<file path="src/rtl/assert_macros.svh">
// Assertion macros shared by the RTL.
// Needs a clock named clk and an active-low reset named rst_n in scope.
`ifndef ASSERT_MACROS_SVH
`define ASSERT_MACROS_SVH

// Check a property on every rising edge, suspended while reset is low.
`define ASSERT_CLK(label, prop, msg) \
    label: assert property (@(posedge clk) disable iff (!rst_n) (prop)) else $error(msg);

// Check a property on every rising edge, reset included.
`define ASSERT_ALWAYS(label, prop, msg) \
    label: assert property (@(posedge clk) (prop)) else $error(msg);

`endif

</file>
<file path="src/rtl/b64dec_pkg.sv">
// Types, codes and the alphabet lookup for the Base64 decoder.
// No dependencies; used by every module of the decoder.
package b64dec_pkg;

    // Result status codes
    localparam logic [1:0] ST_DATA  = 2'd0;
    localparam logic [1:0] ST_ERROR = 2'd1;
    localparam logic [1:0] ST_END   = 2'd2;

    localparam logic [7:0] PAD_CHAR = 8'h3D;
    localparam int unsigned MAX_RESULTS = 4;

    typedef struct packed {
        logic [7:0] text_char;
        logic       end_of_text;
    } char_item_t;

    typedef struct packed {
        logic [7:0] out_byte;
        logic [1:0] status;
        logic       end_ok;
        logic       last_of_run;
    } result_item_t;

    // One queued result; last_of_run is added on the way out
    typedef struct packed {
        logic [7:0] out_byte;
        logic [1:0] status;
        logic       end_ok;
    } entry_t;

    // All results raised by one transaction, handed to the emitter
    typedef struct packed {
        logic [2:0]                       count;
        entry_t [MAX_RESULTS-1:0]         entries;
    } bundle_t;

    typedef struct packed {
        logic       bad;
        logic [5:0] value;
    } sym_t;

    // Alphabet lookup: A-Z a-z 0-9 + /
    function automatic sym_t sym_lookup(input logic [7:0] c);
        sym_t r;
        logic [7:0] d;
        r.bad   = 1'b0;
        r.value = '0;
        d       = '0;
        if (c inside {[8'h41:8'h5A]}) begin
            d = c - 8'h41;
        end else if (c inside {[8'h61:8'h7A]}) begin
            d = c - 8'h61 + 8'd26;
        end else if (c inside {[8'h30:8'h39]}) begin
            d = c - 8'h30 + 8'd52;
        end else if (c == 8'h2B) begin
            d = 8'd62;
        end else if (c == 8'h2F) begin
            d = 8'd63;
        end else begin
            r.bad = 1'b1;
        end
        r.value = d[5:0];
        return r;
    endfunction

endpackage

</file>
<file path="src/rtl/b64dec_decode.sv">
// Group state and single-pass decode of one character into a result bundle.
// Depends on b64dec_pkg.
module b64dec_decode (
    input  logic                   clk,
    input  logic                   rst_n,
    input  logic                   accept,
    input  b64dec_pkg::char_item_t item,
    output b64dec_pkg::bundle_t    bundle
);
    import b64dec_pkg::*;

    logic [1:0] pos_reg;
    logic [1:0] pos_next;
    logic       err_reg;
    logic       err_next;
    logic [7:0] held_reg  [3];
    logic [7:0] held_next [3];

    sym_t       s0;
    sym_t       s1;
    sym_t       s2;
    sym_t       s3;
    logic       fail;
    logic [7:0] acc;
    logic [2:0] n;

    assign s0 = sym_lookup(held_reg[0]);
    assign s1 = sym_lookup(held_reg[1]);
    assign s2 = sym_lookup(held_reg[2]);
    assign s3 = sym_lookup(item.text_char);

    // Decode and next state
    always_comb
    begin
        bundle    = '0;
        n         = '0;
        fail      = 1'b0;
        acc       = '0;
        pos_next  = pos_reg;
        err_next  = err_reg;
        held_next = held_reg;
        if (!err_reg)
        begin
            if (pos_reg != 2'd3)
            begin
                held_next[pos_reg] = item.text_char;
                pos_next           = pos_reg + 2'd1;
            end
            else
            begin
                pos_next = '0;
                if (s0.bad || s1.bad)
                begin
                    fail = 1'b1;
                end
                else
                begin
                    bundle.entries[n[1:0]] = '{{s0.value, s1.value[5:4]}, ST_DATA, 1'b0};
                    n   = n + 3'd1;
                    acc = {s1.value[3:0], 4'b0};
                    if (held_reg[2] != PAD_CHAR)
                    begin
                        if (s2.bad)
                        begin
                            fail = 1'b1;
                        end
                        else
                        begin
                            bundle.entries[n[1:0]] =
                                '{{acc[7:4], s2.value[5:2]}, ST_DATA, 1'b0};
                            n   = n + 3'd1;
                            acc = {s2.value[1:0], 6'b0};
                        end
                    end
                    if (!fail && item.text_char != PAD_CHAR)
                    begin
                        if (s3.bad)
                        begin
                            fail = 1'b1;
                        end
                        else
                        begin
                            bundle.entries[n[1:0]] =
                                '{acc | {2'b0, s3.value}, ST_DATA, 1'b0};
                            n = n + 3'd1;
                        end
                    end
                end
                if (fail)
                begin
                    bundle.entries[n[1:0]] = '{8'h00, ST_ERROR, 1'b0};
                    n        = n + 3'd1;
                    err_next = 1'b1;
                end
            end
        end
        // End of text: status and a fresh start
        if (item.end_of_text)
        begin
            bundle.entries[n[1:0]] = '{8'h00, ST_END, !err_next};
            n        = n + 3'd1;
            pos_next = '0;
            err_next = 1'b0;
        end
        bundle.count = n;
    end

    // Control state
    always_ff @(posedge clk or negedge rst_n)
    begin
        if (!rst_n)
        begin
            pos_reg <= '0;
            err_reg <= 1'b0;
        end
        else if (accept)
        begin
            pos_reg <= pos_next;
            err_reg <= err_next;
        end
    end

    // Held characters, no reset
    always_ff @(posedge clk)
    begin
        if (accept)
        begin
            held_reg <= held_next;
        end
    end

endmodule

</file>
<file path="src/rtl/b64dec_emit.sv">
// Result register: holds one bundle and hands out its results one per cycle while res_stall is low.
// Depends on b64dec_pkg.
module b64dec_emit (
    input  logic                     clk,
    input  logic                     rst_n,
    input  logic                     load,
    input  b64dec_pkg::bundle_t      bundle,
    output logic                     free,
    output logic                     res_valid,
    input  logic                     res_stall,
    output b64dec_pkg::result_item_t res_data
);
    import b64dec_pkg::*;

    logic [2:0] rem_reg;
    logic [2:0] rem_next;
    entry_t     q_reg  [MAX_RESULTS];
    entry_t     q_next [MAX_RESULTS];
    logic       take;

    assign res_valid = (rem_reg != 3'd0);
    assign take      = res_valid && !res_stall;
    // Room for a new bundle once the last queued result leaves
    assign free      = (rem_reg == 3'd0) || ((rem_reg == 3'd1) && take);

    assign res_data.out_byte    = q_reg[0].out_byte;
    assign res_data.status      = q_reg[0].status;
    assign res_data.end_ok      = q_reg[0].end_ok;
    assign res_data.last_of_run = (rem_reg == 3'd1);

    // Shift out on take, reload on a new bundle
    always_comb
    begin
        rem_next = rem_reg;
        q_next   = q_reg;
        if (take)
        begin
            for (int i = 0; i < MAX_RESULTS - 1; i++)
            begin
                q_next[i] = q_reg[i+1];
            end
            rem_next = rem_reg - 3'd1;
        end
        if (load)
        begin
            for (int i = 0; i < MAX_RESULTS; i++)
            begin
                q_next[i] = bundle.entries[i];
            end
            rem_next = bundle.count;
        end
    end

    always_ff @(posedge clk or negedge rst_n)
    begin
        if (!rst_n)
        begin
            rem_reg <= '0;
        end
        else
        begin
            rem_reg <= rem_next;
        end
    end

    always_ff @(posedge clk)
    begin
        q_reg <= q_next;
    end

endmodule

</file>
<file path="src/rtl/base64_decoder_core.sv">
// Streaming Base64 decoder, top level.
// Depends on b64dec_pkg, b64dec_decode, b64dec_emit and assert_macros.svh.
//
//   channel | direction | payload       | handshake
//   char    | in        | char_item_t   | char_valid / char_stall
//   res     | out       | result_item_t | res_valid / res_stall
//
// One character is taken per cycle while char_stall is low; its results (up to
// four) leave one per cycle from the result register while res_stall is low, so
// a character raising several results holds the input until the last one leaves.
// Reset clears the group position, the error flag and the result queue.
// res_stall holds the queue; char_stall rises only while queued results remain.
`include "assert_macros.svh"

module base64_decoder_core (
    input  logic                     clk,
    input  logic                     rst_n,
    input  logic                     char_valid,
    output logic                     char_stall,
    input  b64dec_pkg::char_item_t   char_data,
    output logic                     res_valid,
    input  logic                     res_stall,
    output b64dec_pkg::result_item_t res_data
);
    import b64dec_pkg::*;

    logic    accept;
    logic    free;
    bundle_t bundle;

    assign char_stall = !free;
    assign accept     = char_valid && free;

    b64dec_decode u_decode (
        .clk    (clk),
        .rst_n  (rst_n),
        .accept (accept),
        .item   (char_data),
        .bundle (bundle)
    );

    b64dec_emit u_emit (
        .clk       (clk),
        .rst_n     (rst_n),
        .load      (accept),
        .bundle    (bundle),
        .free      (free),
        .res_valid (res_valid),
        .res_stall (res_stall),
        .res_data  (res_data)
    );

    // Input only held off while results are still queued
    `ASSERT_CLK(a_stall_needs_queue, char_stall |-> res_valid, "input stalled with empty queue")
    // End status always closes its run
    `ASSERT_CLK(a_end_is_last, (res_valid && res_data.status == ST_END) |-> res_data.last_of_run, "end status not last")
    // Only an end status carries end_ok
    `ASSERT_CLK(a_ok_only_end, (res_valid && res_data.end_ok) |-> (res_data.status == ST_END), "end_ok on non-end result")
    // Bundle never exceeds the queue depth
    `ASSERT_CLK(a_count_bound, accept |-> (bundle.count <= 3'd4), "bundle count overflow")

endmodule

</file>
<file path="config.mk">
export PLATFORM = sky130hd
export DESIGN_NAME = base64_decoder_core
export DESIGN_NICKNAME = d
export VERILOG_FILES = /design/src/rtl/b64dec_pkg.sv /design/src/rtl/b64dec_decode.sv /design/src/rtl/b64dec_emit.sv /design/src/rtl/base64_decoder_core.sv
export VERILOG_INCLUDE_DIRS = /design/src /design/src/rtl
export SDC_FILE = /design/constraint.sdc
export NUM_CORES = 1
export LEC_CHECK = 0
export BUFFER_PORTS_ARGS = -buffer_cell sky130_fd_sc_hd__buf_2
export CORE_AREA = 2 2 124 90
export CTS_BUF_LIST = sky130_fd_sc_hd__clkbuf_8
export CTS_CLUSTER_SIZE = 16
export DETAILED_ROUTE_END_ITERATION = 8
export DIE_AREA = 0 0 126 92
export HOLD_SLACK_MARGIN = 0.1
export PLACE_DENSITY = 0.84
export SETUP_SLACK_MARGIN = 0.02
export SYNTH_ARGS = -nofsm -noshare
export SYNTH_HDL_FRONTEND = slang
export SYNTH_HIERARCHICAL = 1
export SYNTH_SLANG_ARGS = --single-unit
</file>
<file path="constraint.sdc">
create_clock -name clk -period 4.3 [get_ports clk]
set_input_delay 0.215 -clock clk [delete_from_list [all_inputs] [get_ports clk]]
set_output_delay 0.215 -clock clk [all_outputs]
set_load 0.005 [all_outputs]
</file>
== Word level (Yosys, flattened, before mapping) ==
Index checks and enable logic that the tools add are counted.

* Register bits after elaboration: 74
* Memory bits (read-only): 0
* Logic and storage cells: 230
* Memory bits (writable): 0
* Memories kept: 0
* Latch bits: 0
* Output and inout bits: 14
* Input bits: 13

* Mux-type cells: 105
* Equal/unequal tests: 13
* $mul: 0
* Reduce and logical (&&, ||, !) cells: 31
* Bitwise gates (word level): 6
* Shift-type cells: 0
* Div/mod/pow operators: 0
* Order comparisons: 32
* Add/subtract/negate cells: 25

{| class="wikitable"
|+ Operators with widths
! cell !! number
|-
| 2-to-1 mux 44 bit || 10
|-
| 2-to-1 mux 6 bit || 20
|-
| bitwise mux 44 bit || 2
|-
| 2-to-1 mux 11 bit || 8
|-
| demux 11 bit (select 2 bit) || 3
|-
| equality test 8 x 6 -> 1 bit, second input constant || 8
|-
| greater-or-equal comparator 8 x 7 -> 1 bit, second input constant || 8
|-
| less-or-equal comparator 8 x 7 -> 1 bit, second input constant || 8
|-
| 2-to-1 mux 8 bit || 6
|-
| subtractor 6 bit, second input constant || 8
|-
| 2-to-1 mux 3 bit || 15
|-
| AND 40 bit || 1
|-
| NOT 40 bit || 1
|-
| 2-to-1 mux 1 bit || 34
|-
| 2-to-1 mux 33 bit || 1
|-
| greater-or-equal comparator 8 x 6 -> 1 bit, second input constant || 4
|-
| less-or-equal comparator 8 x 6 -> 1 bit, second input constant || 4
|-
| adder 6 x 5 -> 6 bit, second input constant || 4
|-
| adder 6 bit, second input constant || 4
|-
| bitwise mux 24 bit || 1
|-
| subtractor 6 x 1 -> 6 bit, second input constant || 4
|-
| logical AND 1 bit || 20
|-
| demux 8 bit (select 2 bit) || 1
|-
| inequality test 8 x 6 -> 1 bit, second input constant || 2
|-
| other kinds (21) || 35
|}

== Logic depth before layout (Yosys ltp) ==
* Depth after elaboration: 29
* Gate-level depth with buffers: 21
* Gate-level depth less buffers: 18

== Hierarchy ==
Netlist, hierarchy kept.

{| class="wikitable"
|+ By module, submodules not included
! module !! sequential area each (um^2) !! times used !! cells an instance !! area an instance (um^2)
|-
| b64dec_decode || 795.8 || 1 || 493 || 3848.7
|-
| b64dec_emit || 1396.3 || 1 || 120 || 2029.4
|-
| base64_decoder_core || 0.0 || 1 || 2 || 10.0
|}

== Worst setup path before layout ==
Ideal clock, no wire load.

* Kind: reg-to-reg
* Start: register u_decode/held_reg[2] in the netlist's numbering
* End: register u_emit/q_reg[16] in the netlist's numbering (data pin)
* Buffers on the path: 1
* Clock period less this slack: 4.101 ns
* Arrival time: 3.971 ns
* Cell stages (with the launch flop): 20
* Setup slack: 0.199 ns
* Required time: 4.170 ns
* Setup time: 0.130 ns
* Cell sequence: edfxtp_1 > inv_2 > ha_1 > a21oi_1 > a41oi_1 > a2111oi_4 > or2_2 > o21a_1 > nor2_1 > nor2_1 > ha_1 > mux2i_1 > and2_1 > ha_1 > nand2_1 > inv_1 > or4_1 > buf_2 > a311oi_2 > mux2_2

{| class="wikitable"
|+ RTL lines
! what !! line !! text
|-
| from (decl) || b64dec_decode.sv:16 || <nowiki>logic [7:0] held_reg [3];</nowiki>
|-
| from (signal assigned) || b64dec_decode.sv:128 || <nowiki>held_reg <= held_next;</nowiki>
|-
| to (signal assigned) || b64dec_emit.sv:68 || <nowiki>q_reg <= q_next;</nowiki>
|-
| to (decl) || b64dec_emit.sv:17 || <nowiki>entry_t q_reg [MAX_RESULTS];</nowiki>
|}

==> run metrics <==
final hold violations=0; CTS sink cnt=74; Leak Pwr=2.67 nW; HP Class=input port to register; Largest register FFs=33; CTS tree=done; Post-synth EDFFs=68; DP HPWL=11200 µm; worst reg2reg setup slack=0.11 ns; port bufs=26; Yosys reg bits=74; deepest clock path buffer count=2; Gate Count Post-Synth=615; FF-to-FF Start=u_decode/held_reg[0]; area grow syn2layout=12.6%; post-route cell area=around 6600 µm²; sequential cell area=roughly 2200 µm²; fin nets=734; chip width=126 µm; Final setup viols=0; Worst R2R Path Depth=19; post-synthesis cell area=5890 µm²; Via density=6.33; multi-input logic area=3400 µm²; Worst Path Max Fanout=8; Hold Path End=u_decode/held_reg[7]; Yosys Warn Count=6; drt wl/cell=roughly 19 µm; DR DRC count=0; Tcrit/Tclk final=0.974; asr flop ratio synth=0.0811; Setup crit end kind=register; Clock transition at path regs=0.09 ns; H-tree depth=3; routability cong.=between 0.9 and 1; Core ar.=between 10000 and 15000 µm²; Worst path slowest cell=edfxtp_1; GRT Total Usage=0.266; worst skew pair latency=0.36 ns; Worst EP required=4.53 ns; Initial DRC Count=720; Placed Area=6230 µm²; Placed Cells=between 700 and 800; sw frac=0.360; maximum vdd drop=approximately 0.2 mV; filler cell count=838; Slew headroom=0.467; post-synthesis cell type count=76; Total Neg Setup Slack=0 ns; Fmax=239 MHz; # diodes=0; fin util=0.627; vias in the first global route=4633; commonest register cell after synthesis=edfxtp_1; fin crit period=4.19 ns; Root Buffer=clkbuf_8; max-slew violations=0; Die Height=92 µm; drt first pass iters=5; overall routed net length=15600 µm; fin cells=810; worst hold start=char_data[8]; slew of the pin with the lowest slew margin=roughly 0.8 ns; Int Power=1.86 mW; Seq/Total Area, Yosys=0.372; net switching power=1.05 mW; CP Cell Sequence=buf_4 > ha_4 > nor2b_1 > o211a_1 > nor4_2 > buf_4 > or2_2 > o21a_2 > nor2_2 > nor2_1 > ha_1 > mux2i_2 > nand2_1 > ha_2 > nand2_1 > inv_1 > a211o_4 > nor4_4 > mux2_2; WHS Path Cells=1; largest net degree at the start of global routing=34; Comb power frac=0.375; DRT antenna net count=0; clock power share=0.202; status=complete, no violations; max incr delay on CP=around 0.47 ns; initial core utilization=0.557; Max-cap violations=0; Sequential Power Share=0.423; grt total ovfl=0; pwr/cell area=between 400 and 500 nW/µm²; CP Launch Type=register; Worst Setup Path Type=register to register; detailed-route via count=5129; first-pass GRT wire length=24500 µm; initial antenna violation count=0; IO Pins=27; Worst Path Arrival=4.42 ns; FF-to-FF End=u_emit/q_reg[31]; layout cells sized above 1=0.231; die area=11600 µm²; Fin Clk Skew=~0.013 ns; Mapped Avg Cell Area=~9.6 µm²; CTS Buf Count=9; Row Count=32
-- Yosys cell counts (5+ instances only) --
library cell,count,share of area
edfxtp_1,68,0.35
ha_1,52,0.11
nor2_1,45,0.029
nand2_1,44,0.028
inv_1,43,0.027
a21oi_1,39,0.033
o21ai_0,38,0.032
mux2_2,31,0.059
buf_4,21,0.027
nand3_1,19,0.016
nor2b_1,17,0.018
xnor2_1,11,0.016
and3_1,10,0.011
o211ai_1,10,0.013
and2_1,9,0.0096
clkbuf_1,9,0.0057
o22ai_1,9,0.0096
nor3_1,8,0.0068
buf_2,7,0.0059
a21o_1,6,0.0076
a31oi_1,6,0.0064
dfrtp_1,6,0.025
nand2b_1,6,0.0064
nand4_1,5,0.0053
-- power by group through the flow --
stage               clock network, mW  logic, mW  registers [mW]
floorplan                           0      0.791            1.21
global placement                    0      0.968            1.23
detailed placement                  0       1.02            1.25
CTS                             0.593       1.03            1.23
global route                    0.624       1.18            1.25
finish                          0.587       1.09            1.23
-- cell families after synthesis --
| group | after synthesis | share of synthesized area |
|---|---|---|
| and+or+nand+nor | 193 | 0.171 |
| AOI/OAI and AO/OA | 160 | 0.186 |
| buffers and inverters | 84 | 0.0684 |
| DFF | 74 | 0.372 |
| adders and majority gates | 52 | 0.110 |
| muxes | 39 | 0.0737 |
| xor gates and xnor gates | 12 | 0.0178 |
| other | 1 | 0.000637 |
-- worst max path at each step --
stage / from / to / slack [ns] / depth (start not counted)
after floorplan: u_decode/held_reg[2] / u_emit/q_reg[16] / 0.20 / 19
after global placement: u_decode/held_reg[2] / u_emit/q_reg[16] / 0.20 / 18
after detailed placement: u_decode/held_reg[2] / u_emit/q_reg[17] / 0.03 / 18
after CTS: u_decode/held_reg[2] / u_emit/q_reg[21] / 0.03 / 18
after global routing: u_decode/held_reg[0] / u_emit/q_reg[31] / -0.09 / 18
final: u_decode/held_reg[0] / u_emit/q_reg[31] / 0.11 / 19
-- what timing repair did --
action | CTS | global route
setup endpoints to repair | 1 | 24
hold endpoints to repair | 6 | 0
resized for setup | 1 | 18
pin swaps | 0 | 3
hold buffers | 1 | 0
buffers inserted | 0 | 14
-- critical path: cells and delay by family (launching register included) --
family                     cells  cell delay, ns
and+or+nand+nor                8            1.18
AOI/OAI and AO/OA              3            0.83
adders and majority gates      3            0.75
DFF                            1            0.47
muxes                          2            0.42
buffers and inverters          3            0.42
-- metrics by stage --
stage	worst slack, ns	power (mW)	hold WS [ns]
final	0.110	2.91	0.155
after CTS	0.0311	2.85	0.147
after detailed placement	0.0267	2.27	0.0524
after floorplan	0.199	2.00	-0.0806
after global placement	0.202	2.20	0.0466
after global routing	-0.0872	3.06	0.142
-- layout make-up --
class	instances	area share
multi-input combinational	464	0.512
sequential	74	0.331
timing repair buffer	74	0.0743
inverter	46	0.0260
tap	136	0.0257
clock buffer	9	0.0187
clock inverter	7	0.0126
-- placed cells by master (no fill, tap or decap), drive strengths merged, types with 4 or more instances in the layout --
master  instances
a311oi          5
nand4           5
conb            8
a21oi          39
and3           10
o21ai          39
dfrtp           6
edfxtp         68
or2             4
nand3          20
ha             52
o211ai         10
buf            73
nor4            5
o22ai          10
and2            9
nor3b           5
clkbuf          9
nor2           46
nand2b          6
nand2          45
mux2i           4
inv            51
a31oi           6
nor2b          17
a21o            6
mux2           35
nor3            8
a211oi          5
o31ai           4
xnor2          11
-- layer usage --
layer  vias to the layer above  track usage  part of all wire
li1                       2343            -                 -
met1                      2474        0.389              0.45
met2                       290        0.415              0.46
met3                        22       0.0420             0.076
met4                         0       0.0632             0.016
met5                         -            0                 0
No activity file was read; power rests on OpenSTA's default activity.
